$ cat src/rtl/itew_pkg.sv
// shared types, word codes and helper functions for the integer to english words block
`default_nettype none
package itew_pkg;

  localparam int NUMBER_W  = 31;
  localparam int CODE_W    = 5;
  localparam int BCD_DIGITS = 10;
  localparam int BCD_W     = 4 * BCD_DIGITS;
  localparam int EXT_W     = 48;

  typedef logic [CODE_W-1:0] code_t;
  typedef logic [3:0]        digit_t;
  typedef logic [BCD_W-1:0]  bcd_t;
  typedef logic [EXT_W-1:0]  bcd_ext_t;
  typedef logic [1:0]        grp_t;
  typedef logic [2:0]        step_t;

  localparam code_t W_ZERO      = 5'd0;
  localparam code_t W_TEN       = 5'd10;
  localparam code_t W_TENS_BASE = 5'd18;
  localparam code_t W_HUNDRED   = 5'd28;
  localparam code_t W_THOUSAND  = 5'd29;
  localparam code_t W_MILLION   = 5'd30;
  localparam code_t W_BILLION   = 5'd31;

  localparam grp_t G_BILLION  = 2'd0;
  localparam grp_t G_MILLION  = 2'd1;
  localparam grp_t G_THOUSAND = 2'd2;
  localparam grp_t G_UNITS    = 2'd3;

  localparam step_t ST_HUND_DIGIT = 3'd0;
  localparam step_t ST_HUNDRED    = 3'd1;
  localparam step_t ST_TENS       = 3'd2;
  localparam step_t ST_UNITS      = 3'd3;
  localparam step_t ST_SCALE      = 3'd4;

  // one double dabble step: adjust digits, shift in one binary bit
  function automatic bcd_t dd_step(input bcd_t b, input logic bit_in);
    bcd_t adj;
    adj = b;
    for (int i = 0; i < BCD_DIGITS; i++) begin
      if (adj[4*i +: 4] >= 4'd5) begin
        adj[4*i +: 4] = adj[4*i +: 4] + 4'd3;
      end
    end
    return {adj[BCD_W-2:0], bit_in};
  endfunction

  // three decimal digits of one thousands group, hundreds digit on top
  function automatic logic [11:0] grp_digits(input bcd_ext_t d, input grp_t g);
    logic [11:0] r;
    case (g)
      G_BILLION:  r = d[47:36];
      G_MILLION:  r = d[35:24];
      G_THOUSAND: r = d[23:12];
      default:    r = d[11:0];
    endcase
    return r;
  endfunction

endpackage
`default_nettype wire

$ cat src/rtl/itew_fifo.sv
// two-entry request queue between the converter and the word sequencer
`default_nettype none
module itew_fifo #(
  parameter int WIDTH = 40
) (
  input  wire logic             clk,
  input  wire logic             rst_n,
  input  wire logic             push_valid,
  output logic                  push_ready,
  input  wire logic [WIDTH-1:0] push_data,
  output logic                  pop_valid,
  input  wire logic             pop_ready,
  output logic [WIDTH-1:0]      pop_data
);

  logic [WIDTH-1:0] mem_r [2];
  logic             wr_ptr_r, wr_ptr_nxt;
  logic             rd_ptr_r, rd_ptr_nxt;
  logic [1:0]       cnt_r, cnt_nxt;
  logic             do_push, do_pop;

  assign push_ready = (cnt_r != 2'd2);
  assign pop_valid  = (cnt_r != 2'd0);
  assign pop_data   = mem_r[rd_ptr_r];
  assign do_push    = push_valid && push_ready;
  assign do_pop     = pop_valid && pop_ready;

  always_comb begin
    wr_ptr_nxt = do_push ? ~wr_ptr_r : wr_ptr_r;
    rd_ptr_nxt = do_pop ? ~rd_ptr_r : rd_ptr_r;
    cnt_nxt    = cnt_r;
    if (do_push && !do_pop) begin
      cnt_nxt = cnt_r + 2'd1;
    end else if (do_pop && !do_push) begin
      cnt_nxt = cnt_r - 2'd1;
    end
  end

  always_ff @(posedge clk) begin
    if (!rst_n) begin
      wr_ptr_r <= 1'b0;
      rd_ptr_r <= 1'b0;
      cnt_r    <= 2'd0;
    end else begin
      wr_ptr_r <= wr_ptr_nxt;
      rd_ptr_r <= rd_ptr_nxt;
      cnt_r    <= cnt_nxt;
    end
  end

  always_ff @(posedge clk) begin
    if (do_push) begin
      mem_r[wr_ptr_r] <= push_data;
    end
  end

endmodule
`default_nettype wire

$ cat src/rtl/itew_front.sv
// front end: accepts a number and converts it to decimal digits two bits per cycle
`default_nettype none
module itew_front
  import itew_pkg::*;
#(
  parameter int INPUT_BITS = 31
) (
  input  wire logic                clk,
  input  wire logic                rst_n,
  input  wire logic                in_valid,
  output logic                     in_ready,
  input  wire logic [NUMBER_W-1:0] in_number,
  output logic                     push_valid,
  input  wire logic                push_ready,
  output bcd_t                     push_data
);

  localparam int PAD_BITS = INPUT_BITS + (INPUT_BITS % 2);
  localparam int HALF     = PAD_BITS / 2;
  localparam int CNT_W    = $clog2(HALF);

  localparam logic [1:0] F_IDLE = 2'd0;
  localparam logic [1:0] F_CONV = 2'd1;
  localparam logic [1:0] F_PUSH = 2'd2;

  logic [1:0]          state_r, state_nxt;
  logic [CNT_W-1:0]    cnt_r, cnt_nxt;
  logic [PAD_BITS-1:0] val_r, val_nxt;
  bcd_t                bcd_r, bcd_nxt;
  logic [PAD_BITS-1:0] masked;

  // keep only the low INPUT_BITS bits of the request
  for (genvar i = 0; i < PAD_BITS; i++) begin : g_mask
    if (i < INPUT_BITS && i < NUMBER_W) begin : g_keep
      assign masked[i] = in_number[i];
    end else begin : g_zero
      assign masked[i] = 1'b0;
    end
  end

  assign in_ready   = (state_r == F_IDLE);
  assign push_valid = (state_r == F_PUSH);
  assign push_data  = bcd_r;

  always_comb begin
    state_nxt = state_r;
    cnt_nxt   = cnt_r;
    val_nxt   = val_r;
    bcd_nxt   = bcd_r;
    case (state_r)
      F_IDLE: begin
        if (in_valid) begin
          val_nxt   = masked;
          bcd_nxt   = '0;
          cnt_nxt   = '0;
          state_nxt = F_CONV;
        end
      end
      F_CONV: begin
        bcd_nxt = dd_step(dd_step(bcd_r, val_r[PAD_BITS-1]), val_r[PAD_BITS-2]);
        val_nxt = {val_r[PAD_BITS-3:0], 2'b00};
        cnt_nxt = cnt_r + CNT_W'(1);
        if (cnt_r == CNT_W'(HALF - 1)) begin
          state_nxt = F_PUSH;
        end
      end
      F_PUSH: begin
        if (push_ready) begin
          state_nxt = F_IDLE;
        end
      end
      default: begin
        state_nxt = F_IDLE;
      end
    endcase
  end

  always_ff @(posedge clk) begin
    if (!rst_n) begin
      state_r <= F_IDLE;
      cnt_r   <= '0;
    end else begin
      state_r <= state_nxt;
      cnt_r   <= cnt_nxt;
    end
  end

  always_ff @(posedge clk) begin
    val_r <= val_nxt;
    bcd_r <= bcd_nxt;
  end

endmodule
`default_nettype wire

$ cat src/rtl/itew_back.sv
// back end: walks the decimal groups and emits their word codes
`default_nettype none
module itew_back
  import itew_pkg::*;
(
  input  wire logic clk,
  input  wire logic rst_n,
  input  wire logic pop_valid,
  output logic      pop_ready,
  input  wire bcd_t pop_data,
  output logic      out_valid,
  input  wire logic out_ready,
  output code_t     out_word_code,
  output logic      out_last_word
);

  logic     active_r, active_nxt;
  bcd_ext_t digits_r, digits_nxt;
  grp_t     grp_r, grp_nxt;
  step_t    step_r, step_nxt;
  logic     is_zero_r, is_zero_nxt;
  grp_t     last_grp_r, last_grp_nxt;
  step_t    last_step_r, last_step_nxt;
  logic     out_valid_r, out_valid_nxt;
  code_t    out_code_r, out_code_nxt;
  logic     out_last_r, out_last_nxt;

  bcd_ext_t    head_ext;
  logic [11:0] hg0, hg1, hg2, hg3;
  logic [11:0] cur;
  digit_t      h, t, u;
  logic        grp_nz;
  logic        can_go, emit, last;
  code_t       code;

  assign out_valid     = out_valid_r;
  assign out_word_code = out_code_r;
  assign out_last_word = out_last_r;
  assign pop_ready     = !active_r;

  assign head_ext = {{(EXT_W - BCD_W){1'b0}}, pop_data};
  assign hg0 = grp_digits(head_ext, G_BILLION);
  assign hg1 = grp_digits(head_ext, G_MILLION);
  assign hg2 = grp_digits(head_ext, G_THOUSAND);
  assign hg3 = grp_digits(head_ext, G_UNITS);

  assign cur    = grp_digits(digits_r, grp_r);
  assign h      = cur[11:8];
  assign t      = cur[7:4];
  assign u      = cur[3:0];
  assign grp_nz = (cur != 12'd0);
  assign can_go = active_r && (!out_valid_r || out_ready);
  assign last   = is_zero_r || ((grp_r == last_grp_r) && (step_r == last_step_r));

  // word for the current step, if any
  always_comb begin
    emit = 1'b0;
    code = W_ZERO;
    if (is_zero_r) begin
      emit = 1'b1;
    end else begin
      case (step_r)
        ST_HUND_DIGIT: begin
          emit = (h != 4'd0);
          code = {1'b0, h};
        end
        ST_HUNDRED: begin
          emit = (h != 4'd0);
          code = W_HUNDRED;
        end
        ST_TENS: begin
          if (t == 4'd1) begin
            emit = 1'b1;
            code = W_TEN + {1'b0, u};
          end else if (t >= 4'd2) begin
            emit = 1'b1;
            code = W_TENS_BASE + {1'b0, t};
          end
        end
        ST_UNITS: begin
          emit = (t != 4'd1) && (u != 4'd0);
          code = {1'b0, u};
        end
        ST_SCALE: begin
          emit = grp_nz && (grp_r != G_UNITS);
          case (grp_r)
            G_BILLION: code = W_BILLION;
            G_MILLION: code = W_MILLION;
            default:   code = W_THOUSAND;
          endcase
        end
        default: begin
          emit = 1'b0;
        end
      endcase
    end
  end

  always_comb begin
    active_nxt    = active_r;
    digits_nxt    = digits_r;
    grp_nxt       = grp_r;
    step_nxt      = step_r;
    is_zero_nxt   = is_zero_r;
    last_grp_nxt  = last_grp_r;
    last_step_nxt = last_step_r;
    out_valid_nxt = out_valid_r;
    out_code_nxt  = out_code_r;
    out_last_nxt  = out_last_r;

    if (out_valid_r && out_ready) begin
      out_valid_nxt = 1'b0;
    end

    if (!active_r) begin
      if (pop_valid) begin
        active_nxt    = 1'b1;
        digits_nxt    = head_ext;
        grp_nxt       = G_BILLION;
        step_nxt      = ST_HUND_DIGIT;
        is_zero_nxt   = 1'b0;
        last_step_nxt = ST_SCALE;
        // locate the final word of the request
        if (hg3 != 12'd0) begin
          last_grp_nxt = G_UNITS;
          if (hg3[7:4] == 4'd1) begin
            last_step_nxt = ST_TENS;
          end else if (hg3[3:0] != 4'd0) begin
            last_step_nxt = ST_UNITS;
          end else if (hg3[7:4] >= 4'd2) begin
            last_step_nxt = ST_TENS;
          end else begin
            last_step_nxt = ST_HUNDRED;
          end
        end else if (hg2 != 12'd0) begin
          last_grp_nxt = G_THOUSAND;
        end else if (hg1 != 12'd0) begin
          last_grp_nxt = G_MILLION;
        end else if (hg0 != 12'd0) begin
          last_grp_nxt = G_BILLION;
        end else begin
          last_grp_nxt = G_BILLION;
          is_zero_nxt  = 1'b1;
        end
      end
    end else if (can_go) begin
      if (emit) begin
        out_valid_nxt = 1'b1;
        out_code_nxt  = code;
        out_last_nxt  = last;
        if (last) begin
          active_nxt = 1'b0;
        end
      end
      if (step_r == ST_SCALE) begin
        step_nxt = ST_HUND_DIGIT;
        grp_nxt  = grp_r + 2'd1;
      end else begin
        step_nxt = step_r + 3'd1;
      end
    end
  end

  always_ff @(posedge clk) begin
    if (!rst_n) begin
      active_r    <= 1'b0;
      out_valid_r <= 1'b0;
    end else begin
      active_r    <= active_nxt;
      out_valid_r <= out_valid_nxt;
    end
  end

  always_ff @(posedge clk) begin
    digits_r    <= digits_nxt;
    grp_r       <= grp_nxt;
    step_r      <= step_nxt;
    is_zero_r   <= is_zero_nxt;
    last_grp_r  <= last_grp_nxt;
    last_step_r <= last_step_nxt;
    out_code_r  <= out_code_nxt;
    out_last_r  <= out_last_nxt;
  end

endmodule
`default_nettype wire

$ cat src/rtl/integer_to_english_word_tokens_top.sv
// top level of the integer to english words block
//
// input channel: in_valid/in_ready with in_number, one request per number.
// output channel: out_valid/out_ready with out_word_code and out_last_word,
// one word code per transfer; out_last_word marks the final word of a number.
// the front end converts the number to ten decimal digits with a double
// dabble shifter, two bits per cycle, then hands them over into a
// two-entry queue. the back end loads a request from the queue, then
// steps through four groups of five word slots, one slot per cycle while
// its output word is not held by a low out_ready, and stops after the
// last word. a word reaches the output register the cycle after its slot
// is stepped. front and back run concurrently, so the front end can
// convert the next number while the back end emits words; the rate of
// numbers is set by whichever end is slower for that number.
// when out_ready is low the output register holds its word and the
// sequencer waits; the queue then fills and in_ready drops.
// reset empties the queue and both ends; nothing is kept between numbers.
`default_nettype none
module integer_to_english_word_tokens_top
  import itew_pkg::*;
#(
  parameter int INPUT_BITS = 31
) (
  input  wire logic                clk,
  input  wire logic                rst_n,
  input  wire logic                in_valid,
  output logic                     in_ready,
  input  wire logic [NUMBER_W-1:0] in_number,
  output logic                     out_valid,
  input  wire logic                out_ready,
  output logic [CODE_W-1:0]        out_word_code,
  output logic                     out_last_word
);

  logic push_valid, push_ready;
  bcd_t push_data;
  logic pop_valid, pop_ready;
  bcd_t pop_data;

  itew_front #(
    .INPUT_BITS(INPUT_BITS)
  ) u_front (
    .clk       (clk),
    .rst_n     (rst_n),
    .in_valid  (in_valid),
    .in_ready  (in_ready),
    .in_number (in_number),
    .push_valid(push_valid),
    .push_ready(push_ready),
    .push_data (push_data)
  );

  itew_fifo #(
    .WIDTH(BCD_W)
  ) u_fifo (
    .clk       (clk),
    .rst_n     (rst_n),
    .push_valid(push_valid),
    .push_ready(push_ready),
    .push_data (push_data),
    .pop_valid (pop_valid),
    .pop_ready (pop_ready),
    .pop_data  (pop_data)
  );

  itew_back u_back (
    .clk          (clk),
    .rst_n        (rst_n),
    .pop_valid    (pop_valid),
    .pop_ready    (pop_ready),
    .pop_data     (pop_data),
    .out_valid    (out_valid),
    .out_ready    (out_ready),
    .out_word_code(out_word_code),
    .out_last_word(out_last_word)
  );

endmodule
`default_nettype wire
$ cat config.mk
export PLATFORM = sky130hd
export DESIGN_NAME = integer_to_english_word_tokens_top
export DESIGN_NICKNAME = d
export VERILOG_FILES = /design/src/rtl/itew_pkg.sv /design/src/rtl/itew_fifo.sv /design/src/rtl/itew_front.sv /design/src/rtl/itew_back.sv /design/src/rtl/integer_to_english_word_tokens_top.sv
export SDC_FILE = /design/constraint.sdc
export NUM_CORES = 1
export LEC_CHECK = 0
export BUFFER_PORTS_ARGS = -buffer_cell sky130_fd_sc_hd__buf_2
export CORE_MARGIN = 5
export CORE_UTILIZATION = 60
export CTS_CLUSTER_DIAMETER = 100
export DETAILED_ROUTE_END_ITERATION = 8
export GPL_ROUTABILITY_DRIVEN = 0
export GPL_TIMING_DRIVEN = 0
export PLACE_DENSITY_LB_ADDON = 0.05
export SYNTH_ARGS = -nofsm -noshare
export SYNTH_HDL_FRONTEND = slang
export SYNTH_HIERARCHICAL = 1
export SYNTH_SLANG_ARGS = --single-unit
$ cat constraint.sdc
create_clock -name clk -period 4.4 [get_ports clk]
set_clock_uncertainty 0.15 [all_clocks]
set_input_delay 0.44 -clock clk [delete_from_list [all_inputs] [get_ports clk]]
set_output_delay 0.44 -clock clk [all_outputs]
set_load 0.1 [all_outputs]
==> metrics.md <==
| Metric | Value |
|---|---|
| Maximum buffer depth of the clock tree | `3` |
| CP required | `4.38 ns` |
| Worst Hold Endpoint | `u_front/val_r[14]` |
| CORE AREA | `17900 um^2` |
| Logic pwr share | `36.5%` |
| Cell taking the most area after synthesis | `edfxtp_1` |
| Die width | `144 um` |
| H-tree depth | `1` |
| Number of flops mapped to enable cells by yosys | `209` |
| Total routed wirelength | `21.9 mm` |
| Synth-to-layout area growth | `11.8%` |
| Syn_nets | `942` |
| Fin crit share | `71.3%` |
| Status | `complete, no violations` |
| Sw Pwr | `2.79 mW` |
| Hold Crit Class | `input pin to flop` |
| Via density | `5.95` |
| Reg2Reg Depth | `9` |
| CTS buffer count | `23` |
| Buffers & Inverters on Critical Path | `2` |
| Worst-path clk slew | `0.06 ns` |
| Cell Area, Synth | `10800 um^2` |
| RSZ-0062 raised after global routing | `no` |
| Crit path capture type | `flop` |
| Hold Crit Depth | `3` |
| Critical path class | `flop to flop` |
| Detailed Place HPWL | `15.1 mm` |
| # setup viols final | `0` |
| Clk Tree Root Cell | `clkbuf_16` |
| Final Hold Fails | `0` |
| Int Power | `5.00 mW` |
| Final Critical Period | `3.14 ns` |
| Pwr Density | `643 nW/um^2` |
| TritonCTS clock tree | `built` |
| CTS sink cnt | `222` |
| Clock group share of total power | `23.2%` |
| Async SR Flop Fraction | `0%` |
| Starting Density | `60.6%` |
| Gr ovfl total | `0` |
| Total number of yosys warnings | `6` |
| R2R Path End | `u_back/out_word_code[3]` |
| Yosys cell types | `66` |
| Leak | `4.53 nW` |
| Most numerous cell in the Yosys netlist | `edfxtp_1` |
| Data arrival, critical path | `3.12 ns` |
| Achievable Freq | `0.319 GHz` |
| IR drop worst, VDD | `482 uV` |
| Finished Cell Area | `12100 um^2` |
| Detailed Routing Iterations Pass 1 | `8` |
| Total GRT Usage | `21.2%` |
| CTS Hold Buffers Added | `0` |
| Clk Latency, worst-skew pair | `0.51 ns` |
| Rel. slew slack | `36.9%` |
| Max_cap viols | `0` |
| Synth Register Bits | `222` |
| FF-to-FF Start | `u_back/grp_r[0]` |
| Via count | `7066` |
| Synth top area share | `57.9%` |
| Setup_tns | `0 ns` |
| Hold wc startpoint | `in_number[14]` |
| PortBufs | `42` |
| Seq/Total Area, Yosys | `60.3%` |
| Power Total | `7.80 mW` |
| Leading post-synthesis cells by cell area | `edfxtp_1 58%, nand2_1 5.1%, mux2_2 4.5%` |
| Sequential group share of total power | `40.3%` |
| Post-CTS Setup Bufs | `0` |
| Slowest stage delay, CP | `0.49 ns` |
| Ys flop type | `edfxtp_1` |
| Layout cell share with drive strength beyond 1 | `17.6%` |
| Initial antenna violation count | `0` |
| First-pass GRT wire length | `35.2 mm` |
| Syn avg cell area | `12.5 um^2` |
| Drt initial violations | `600` |
| CP cell instances | `inv_1, ha_1, buf_6, a22oi_1, o21a_1, nor4_1, o221ai_1, a31oi_1, nor2_1` |
| Num rows | `49` |
| Most common library cells after synthesis | `209 x edfxtp_1, 146 x nand2_1, 58 x a21oi_1, 43 x mux2_2` |
| Vias in the first global route | `7005` |
| Slew @ Worst Pin | `0.945 ns` |
| Drt wl/cell | `18.4 um` |
| Die ar. | `20900 um^2` |
| I/O pin count | `43` |
| DRT antenna net count | `0` |
| Worst path top cell family by delay | `compound AO/OA/AOI/OAI gates` |
| Inserted Diodes | `0` |
| Switching Share | `35.8%` |
| Worst R2R Setup Slack | `1.26 ns` |
| Final nets | `1012` |
| Critical-path top delay cell | `nor2_1` |
| Cell Area, Placed | `11400 um^2` |
| Mapped Cells | `871` |
| Slew Limit Fails | `0` |
| Die Ht | `144 um` |
| DRC viols | `0` |
| Startpoint types | `flop` |
| Post_cts resized | `0` |
| Crit Path Max Fanout | `10` |
| Largest net degree at the start of global routing | `73` |
## final cells by class
| cell class | count | area [um^2] |
|---|---|---|
| clock inverters | 5 | 27.5 |
| plain buffers | 23 | 125 |
| well taps | 229 | 287 |
| fillers | 1275 | 5780 |
| repair buffers | 45 | 278 |
| multi-input cells | 588 | 4050 |
| flip-flops and latches | 222 | 6540 |
| clock buffers | 37 | 678 |
| inverters | 38 | 145 |
## layout by cell type, fill, tap and decap left out, types with 12 or more instances in the layout
cell type | Yosys | final
clkbuf_1 | 9 | 18
nor2b_1 | 14 | 13
nand2b_1 | 13 | 13
dfxtp_1 | 13 | 13
nor3_1 | 12 | 12
mux2_2 | 43 | 43
inv_1 | 36 | 35
o21ai_0 | 16 | 16
nor2_1 | 23 | 23
nand2_1 | 146 | 146
edfxtp_1 | 209 | 209
and2_1 | 17 | 17
or3_1 | 12 | 12
nor3b_1 | 12 | 12
buf_2 | 7 | 49
clkbuf_16 | 0 | 23
mux2i_1 | 13 | 13
xnor2_1 | 21 | 21
ha_1 | 36 | 36
a21oi_1 | 58 | 58
## power groups by stage
stage	combinational [mW]	sequential [mW]	clock, mW
2_1_floorplan	2.02	3.28	0
3_3_place_gp	2.61	3.20	0
3_5_place_dp	2.79	3.18	0
4_1_cts	2.81	3.14	1.85
5_1_grt	3.11	3.18	1.96
6_report	2.85	3.14	1.81
## worst min-delay path: cells and delay by family
family	cells	cell delay [ns]
buffers and inverters	1	0.07
AND/OR/NAND/NOR	2	0.09
## logic make-up (layout without fill, tap and decap cells)
kind of cell | count (synthesis) | count (layout) | share of synthesized area [%]
flops | 222 | 222 | 60.3
simple gates | 289 | 289 | 13.1
xor+xnor | 27 | 27 | 2.18
compound gates | 173 | 173 | 11.2
buf+inv | 61 | 148 | 2.47
mux | 63 | 63 | 6.63
fa+ha+maj | 36 | 36 | 4.15
## worst max-delay path by stage
stage,from,endpoint,slack [ns],depth (start not counted)
finish,u_back/grp_r[0],u_back/out_word_code[3],1.26,9
global route,u_back/grp_r[0],u_back/out_word_code[3],1.18,9
CTS,u_back/grp_r[0],u_back/out_word_code[1],1.32,9
detailed placement,u_back/grp_r[0],u_back/out_word_code[1],1.34,9
global placement,u_fifo/cnt_r[1],u_back/is_zero_r,0.57,2
floorplan,u_fifo/cnt_r[1],u_back/digits_r[0],1.17,2
## metal layers
metal	track usage, %	vias to the layer above	wire length [um]
met5	0	-	0
met4	6.38	0	409
met3	2.98	31	1270
met2	35.0	235	10600
met1	29.4	3417	9620
li1	-	3383	-
## flip-flops by register name, summed over array words and instances, names as in the netlist, 2 cells and up, named ones only
register              count
u_front/push_data        40
u_back/last_step_r        3
u_back/last_grp_r         2
u_back/grp_r              2
u_front/cnt_r             4
u_front/state_r           2
u_back/out_word_code      5
u_front/val_r            32
u_fifo/mem_r             80
u_back/step_r             3
u_back/digits_r          40
u_fifo/cnt_r              2
## metrics by stage
stage               cells  util, %  worst slack [ns]  hold WS [ns]
floorplan             871        -              1.17         0.313
global placement     1142     63.4             0.569         0.337
detailed placement   1145     63.8              1.34         0.338
CTS                  1187     67.7              1.32        0.0260
global route         1187     67.7              1.18        0.0285
finish               1187     67.7              1.26        0.0481
Power figures use the tool's default switching activity.
